### src/skit_pkg.sv
// ----------------------------------------------------------------------------
// skit_pkg
// Shared widths, codes and controller/datapath interface types for the
// sorted key index table.
// ----------------------------------------------------------------------------
package skit_pkg;

  // Default sizes handed to the top level
  localparam int DEF_TABLE_ENTRIES = 1024;
  localparam int DEF_KEY_BITS      = 20;

  // Fixed field widths
  localparam int CMD_W  = 2;
  localparam int KEY_W  = 20;
  localparam int BLK_W  = 16;
  localparam int SLOT_W = 8;
  localparam int POS_W  = 11;
  localparam int STAT_W = 2;

  localparam int IN_DATA_W  = 48;  // 46 bits of fields, padded to bytes
  localparam int OUT_DATA_W = 56;  // 49 bits of fields, padded to bytes

  // Command codes
  localparam logic [CMD_W-1:0] CMD_LOOKUP = 2'd0;
  localparam logic [CMD_W-1:0] CMD_INSERT = 2'd1;
  localparam logic [CMD_W-1:0] CMD_REMOVE = 2'd2;

  // Status codes
  localparam logic [STAT_W-1:0] STAT_OK   = 2'd0;
  localparam logic [STAT_W-1:0] STAT_DUP  = 2'd1;
  localparam logic [STAT_W-1:0] STAT_FULL = 2'd2;
  localparam logic [STAT_W-1:0] STAT_MISS = 2'd3;

  // Controller to datapath commands
  typedef struct packed {
    logic start;     // latch the item, open the search window
    logic srch_rd;   // read probe entry (mid, or lo when window closed)
    logic srch_upd;  // narrow the search window
    logic hit_chk;   // settle hit, status and shift index
    logic shu_rd;    // read entry idx-1
    logic shu_wr;    // write it to idx, step idx down
    logic shd_rd;    // read entry idx+1
    logic shd_wr;    // write it to idx, step idx up
    logic ins_wr;    // write the new entry at its position
    logic load_out;  // load result register, update entry count
  } skit_cmd_t;

  // Datapath to controller status
  typedef struct packed {
    logic srch_go;    // window not empty
    logic hit;        // probed entry matches the key
    logic is_ins;
    logic is_rem;
    logic full;
    logic ins_shift;  // entries above the insert point must move
    logic rem_shift;  // entries above the removed one must move
    logic shu_more;
    logic shd_more;
  } skit_sts_t;

endpackage

### src/skit_ctrl.sv
// ----------------------------------------------------------------------------
// skit_ctrl
// Sequencer for search, shift and insert steps, plus result handshake.
// ----------------------------------------------------------------------------
module skit_ctrl (
  input  logic               clk,
  input  logic               rst_n,
  input  logic               in_tvalid,
  output logic               in_tready,
  output logic               out_tvalid,
  input  logic               out_tready,
  input  skit_pkg::skit_sts_t sts,
  output skit_pkg::skit_cmd_t cmd
);
  import skit_pkg::*;

  localparam logic [3:0] S_IDLE   = 4'd0;
  localparam logic [3:0] S_SADDR  = 4'd1;
  localparam logic [3:0] S_SCMP   = 4'd2;
  localparam logic [3:0] S_HCHK   = 4'd3;
  localparam logic [3:0] S_SHU_RD = 4'd4;
  localparam logic [3:0] S_SHU_WR = 4'd5;
  localparam logic [3:0] S_SHD_RD = 4'd6;
  localparam logic [3:0] S_SHD_WR = 4'd7;
  localparam logic [3:0] S_INS    = 4'd8;
  localparam logic [3:0] S_FIN    = 4'd9;

  logic [3:0] state_r, state_nxt;
  logic       out_valid_r, out_valid_nxt;
  logic       out_free;

  assign in_tready  = (state_r == S_IDLE);
  assign out_tvalid = out_valid_r;
  assign out_free   = !out_valid_r || out_tready;

  // Next state and commands
  always_comb begin
    state_nxt     = state_r;
    out_valid_nxt = out_valid_r && !out_tready;
    cmd           = '0;
    case (state_r)
      S_IDLE: begin
        if (in_tvalid) begin
          cmd.start = 1'b1;
          state_nxt = S_SADDR;
        end
      end
      S_SADDR: begin
        cmd.srch_rd = 1'b1;
        state_nxt   = sts.srch_go ? S_SCMP : S_HCHK;
      end
      S_SCMP: begin
        cmd.srch_upd = 1'b1;
        state_nxt    = S_SADDR;
      end
      S_HCHK: begin
        cmd.hit_chk = 1'b1;
        if (sts.is_ins && !sts.hit && !sts.full) begin
          state_nxt = sts.ins_shift ? S_SHU_RD : S_INS;
        end else if (sts.is_rem && sts.hit) begin
          state_nxt = sts.rem_shift ? S_SHD_RD : S_FIN;
        end else begin
          state_nxt = S_FIN;
        end
      end
      S_SHU_RD: begin
        cmd.shu_rd = 1'b1;
        state_nxt  = S_SHU_WR;
      end
      S_SHU_WR: begin
        cmd.shu_wr = 1'b1;
        state_nxt  = sts.shu_more ? S_SHU_RD : S_INS;
      end
      S_SHD_RD: begin
        cmd.shd_rd = 1'b1;
        state_nxt  = S_SHD_WR;
      end
      S_SHD_WR: begin
        cmd.shd_wr = 1'b1;
        state_nxt  = sts.shd_more ? S_SHD_RD : S_FIN;
      end
      S_INS: begin
        cmd.ins_wr = 1'b1;
        state_nxt  = S_FIN;
      end
      S_FIN: begin
        if (out_free) begin
          cmd.load_out  = 1'b1;
          out_valid_nxt = 1'b1;
          state_nxt     = S_IDLE;
        end
      end
      default: state_nxt = S_IDLE;
    endcase
  end

  always_ff @(posedge clk) begin
    if (!rst_n) begin
      state_r     <= S_IDLE;
      out_valid_r <= 1'b0;
    end else begin
      state_r     <= state_nxt;
      out_valid_r <= out_valid_nxt;
    end
  end

  // A finished item leaves as soon as the result register is free
  a_fin_leaves: assert property (@(posedge clk) disable iff (!rst_n)
    (state_r == S_FIN && out_free) |=> (state_r == S_IDLE && out_valid_r))
    else $error("finished item not handed to result register");

  // Only one table write kind per cycle
  a_one_write: assert property (@(posedge clk) disable iff (!rst_n)
    $onehot0({cmd.shu_wr, cmd.shd_wr, cmd.ins_wr}))
    else $error("conflicting table writes");

endmodule

### config.mk
export PLATFORM = sky130hd
export DESIGN_NAME = skit_ctrl
export DESIGN_NICKNAME = d
export VERILOG_FILES = /design/src/skit_pkg.sv /design/src/skit_ctrl.sv
export SDC_FILE = /design/constraint.sdc
export NUM_CORES = 1
export LEC_CHECK = 0
export BUFFER_PORTS_ARGS = -buffer_cell sky130_fd_sc_hd__buf_2
export CORE_AREA = 2 2 39 41
export DETAILED_ROUTE_END_ITERATION = 10
export DIE_AREA = 0 0 41 43
export SYNTH_ARGS = -nofsm -noshare
export SYNTH_HDL_FRONTEND = slang
export SYNTH_SLANG_ARGS = --single-unit
export TNS_END_PERCENT = 1
### constraint.sdc
create_clock -name clk -period 1.8 [get_ports clk]
set_clock_uncertainty 0.05 [all_clocks]
set_input_delay 0.27 -clock clk [delete_from_list [all_inputs] [get_ports clk]]
set_output_delay 0.27 -clock clk [all_outputs]
set_load 0.005 [all_outputs]
==> flow_summary.html <==
<table>
<tr><th>Metric</th><th>Value</th></tr>
<tr><th colspan="2">Global routing</th></tr>
<tr><td>Global-route wire length before repair</td><td>1810 µm</td></tr>
<tr><td>Via count of the first global-routing pass</td><td>429</td></tr>
<tr><td>Initial antenna violation count</td><td>0</td></tr>
<tr><td>Overall routing resource usage</td><td>15.2%</td></tr>
<tr><td>Total grt overflow</td><td>0</td></tr>
<tr><td>Maximum number of pins on one net before global-route repair</td><td>15</td></tr>
<tr><th colspan="2">Routing</th></tr>
<tr><td>Final ANT Viol Nets</td><td>0</td></tr>
<tr><td>Iter 0 DRT Violations</td><td>8</td></tr>
<tr><td>Wire length per cell after detailed routing</td><td>11.6 µm</td></tr>
<tr><td>DRC errors left</td><td>0</td></tr>
<tr><td>Overall routed net length</td><td>1230 µm</td></tr>
<tr><td>Count of vias placed by the detailed router</td><td>538</td></tr>
<tr><td>Number of detailed-routing iterations run before antenna repair</td><td>4</td></tr>
<tr><td>Detail-routed via count per cell</td><td>5.08</td></tr>
<tr><th colspan="2">Clock tree</th></tr>
<tr><td>CTS tree</td><td>yes</td></tr>
<tr><td>Clock latency reported for the late side of the worst-skew pair</td><td>0.25 ns</td></tr>
<tr><td>Root buffer cell</td><td>clkbuf_4</td></tr>
<tr><td>Htree depth</td><td>1</td></tr>
<tr><td>Hold buffers post-CTS</td><td>0</td></tr>
<tr><td>Clock sinks</td><td>5</td></tr>
<tr><td>Maximum count of clock buffers along a single path</td><td>2</td></tr>
<tr><td>Clock transition at the registers of the reported paths</td><td>0.05 ns</td></tr>
<tr><td>TritonCTS Buffers</td><td>3</td></tr>
<tr><th colspan="2">Finish</th></tr>
<tr><td>Antenna diode count</td><td>0</td></tr>
<tr><td>Highest-count cells in the layout ignoring fill and taps</td><td>buf_2, nor2_1, buf_4, a21oi_1</td></tr>
<tr><td>Fraction of final layout cells with drive strength greater than 1</td><td>44.4%</td></tr>
<tr><td>Count of nets after finishing</td><td>104</td></tr>
<tr><td>Number of fill cells</td><td>156</td></tr>
<tr><td>Combined area of the multi-input logic cells</td><td>294 µm²</td></tr>
<tr><td>Finished Layout Cells</td><td>106</td></tr>
<tr><td>Most frequent standard cell in the layout excluding fill and tap cells</td><td>buf_2</td></tr>
<tr><td>Reg area</td><td>104 µm²</td></tr>
<tr><td>Layout-stage area growth over the synthesis result</td><td>46.9%</td></tr>
<tr><th colspan="2">Timing</th></tr>
<tr><td>Hold_ws</td><td>0.239 ns</td></tr>
<tr><td>Headroom to the max-slew limit</td><td>72.3%</td></tr>
<tr><td>RSZ-0062 raised after global routing</td><td>false</td></tr>
<tr><td>Final hold violation count</td><td>0</td></tr>
<tr><td>Final sum of negative setup slack</td><td>0 ns</td></tr>
<tr><td>Actual transition at the worst max-transition pin</td><td>0.405 ns</td></tr>
<tr><td>Minimum clock period after layout</td><td>1.75 ns</td></tr>
<tr><td>Period utilisation layout</td><td>97.4%</td></tr>
<tr><td>Max Fclk</td><td>571 MHz</td></tr>
<tr><td>Count of endpoints failing setup in the final report</td><td>0</td></tr>
<tr><td>Number of slew-limit violations in the final report</td><td>0</td></tr>
<tr><th colspan="2">Die</th></tr>
<tr><td>Die boundary height</td><td>43 µm</td></tr>
<tr><td>Die width</td><td>41 µm</td></tr>
<tr><td>Core region area</td><td>0.00138 mm²</td></tr>
<tr><td>Die Outline Area</td><td>0.00176 mm²</td></tr>
<tr><td>Starting Density</td><td>30.8%</td></tr>
<tr><td>Floorplan row count</td><td>14</td></tr>
<tr><td>Ports</td><td>25</td></tr>
<tr><th colspan="2">Yosys</th></tr>
<tr><td>Number of synthesized register bits</td><td>5</td></tr>
<tr><td>Async S/R FF share, synth</td><td>0%</td></tr>
<tr><td>Gate Count Post-Synth</td><td>59</td></tr>
<tr><td>Post-Syn Area</td><td>427 µm²</td></tr>
<tr><td>Number of flops mapped to enable cells by yosys</td><td>0</td></tr>
<tr><td>Syn_area_per_cell</td><td>7.23 µm²</td></tr>
<tr><td>Leading cell types by total area after synthesis</td><td>dfxtp_1, nor2_1, a21oi_1</td></tr>
<tr><td>Largest area contributor in the netlist</td><td>dfxtp_1</td></tr>
<tr><td>Top_reg_cell synth</td><td>dfxtp_1</td></tr>
<tr><td>Post-synthesis sequential area ratio</td><td>23.5%</td></tr>
<tr><td>Synthesized Nets</td><td>72</td></tr>
<tr><td>Top-area cell type share of the netlist area</td><td>23.5%</td></tr>
<tr><td>Distinct cell type count after synthesis</td><td>29</td></tr>
<tr><td>Total number of yosys warnings</td><td>0</td></tr>
<tr><th colspan="2">Worst hold path</th></tr>
<tr><td>Min-delay src</td><td>rst_n</td></tr>
<tr><td>Hold Path Class</td><td>input port to flop</td></tr>
<tr><td>Endpoint of the worst hold-timing path</td><td>out_tvalid$_SDFF_PN0_</td></tr>
<tr><td>Hold Path Cell Cnt</td><td>2</td></tr>
<tr><th colspan="2">Worst setup path</th></tr>
<tr><td>Launch instance of the worst register-to-register path</td><td>state_r[2]$_SDFFE_PN0P_</td></tr>
<tr><td>WS Path Type</td><td>flop to output port</td></tr>
<tr><td>CP arrival</td><td>1.43 ns</td></tr>
<tr><td>Capturing element type of the critical path</td><td>output port</td></tr>
<tr><td>Worst R2R End</td><td>state_r[3]$_SDFFE_PN0P_</td></tr>
<tr><td>Maximum fanout count along the critical path</td><td>2</td></tr>
<tr><td>Critical path data required time</td><td>1.48 ns</td></tr>
<tr><td>Worst R2R Setup Slack</td><td>0.22 ns</td></tr>
<tr><td>Logic depth of the worst register-to-register path</td><td>4</td></tr>
<tr><td>Worst setup SP type</td><td>flop</td></tr>
<tr><th colspan="2">Run status</th></tr>
<tr><td>Status</td><td>finished, final reports clean</td></tr>
<tr><th colspan="2">Placed design</th></tr>
<tr><td>Port buffer count</td><td>24</td></tr>
<tr><td>Placed instance count</td><td>98</td></tr>
<tr><td>Routability Congestion</td><td>0.794</td></tr>
<tr><td>Final HPWL from detailed placement</td><td>915 µm</td></tr>
<tr><th colspan="2">Power</th></tr>
<tr><td>Worst IR drop on VDD</td><td>0.000269 V</td></tr>
<tr><td>Static leakage</td><td>0.301 nW</td></tr>
<tr><td>Overall Power</td><td>387 µW</td></tr>
<tr><td>Power density of the placed cells</td><td>617 mW/mm²</td></tr>
<tr><th colspan="2">Job</th></tr>
<tr><td>MaxCap Viol Count</td><td>0</td></tr>
</table>
## cells in the mapped netlist, types with 2 or more instances
cell and number:
nor2_1 8, nor3b_1 2, or3_1 2, dfxtp_1 5, a21oi_1 5, nand2_1 3, inv_1 3, nand2b_1 3
o21ai_0 2, nor3_1 4, and3_1 2, nor2b_1 3
## how the worst max path moves through the flow
stage | start | to | slack (ns)
2_1_floorplan | state_r[1]$_SDFFE_PN0P_ | cmd[9] | 0.28
3_3_place_gp | state_r[0]$_SDFFE_PN0P_ | cmd[9] | 0.19
3_5_place_dp | state_r[0]$_SDFFE_PN0P_ | cmd[9] | 0.19
4_1_cts | state_r[0]$_SDFFE_PN0P_ | cmd[9] | 0.002
5_1_grt | state_r[0]$_SDFFE_PN0P_ | cmd[9] | 0.002
6_report | state_r[0]$_SDFFE_PN0P_ | cmd[9] | 0.05
## flip-flops by register name, summed over array words and instances, names as in the netlist
signal      flops
out_tvalid      1
state_r         4
## worst max-delay path, cell delays in order, from the launching register on
cell and delay, ns:
dfxtp_4 0.34, or2_4 0.23, or3_4 0.34, inv_2 0.06, and2_4 0.13, buf_6 0.08
## per-layer routing
metal,up-vias,GRT usage [%],part of all wire (%)
met1,249,20.0,45
met2,14,21.6,49
met5,-,0,0
met3,2,6.28,5.0
met4,0,5.33,0.81
li1,273,-,-
## logic make-up (layout without fill, tap and decap cells)
logic type	Yosys count	after routing	synth area share (%)
AND/OR/NAND/NOR	32	32	42.5
AO/OA/AOI/OAI	16	16	25.8
flip-flops	5	5	23.5
buffers and inverters	6	37	8.21
## final cells by class
| type | count | area share (%) |
|---|---|---|
| Multi-Input combinational cell | 48 | 46.9 |
| Sequential cell | 5 | 16.6 |
| Inverter | 3 | 1.80 |
| Clock buffer | 4 | 4.19 |
| Timing Repair Buffer | 30 | 27.3 |
| Tap cell | 16 | 3.19 |
## through the flow
step / util [%] / setup WS (ns) / area, µm²
5_1_grt: 45.3 / 0.00248 / 627
6_report: 45.3 / 0.0472 / 627
2_1_floorplan: - / 0.279 / 427
3_3_place_gp: 40.3 / 0.191 / 558
3_5_place_dp: 40.3 / 0.186 / 558
4_1_cts: 44.1 / 0.00159 / 611
## power breakdown
group	total, mW	internal, mW	switching [mW]
Clock	0.141	0.0845	0.0566
Sequential	0.120	0.117	0.00316
Combinational	0.126	0.0688	0.0573
Total	0.387	0.270	0.117
## repair_timing
item,4_1_cts,5_1_grt
hold endpoints to repair,0,0
setup endpoints to repair,1,1
resized for setup,3,2
pin swaps,2,1
setup buffers,3,1
Note: power is estimated with default switching activity, not from simulation.
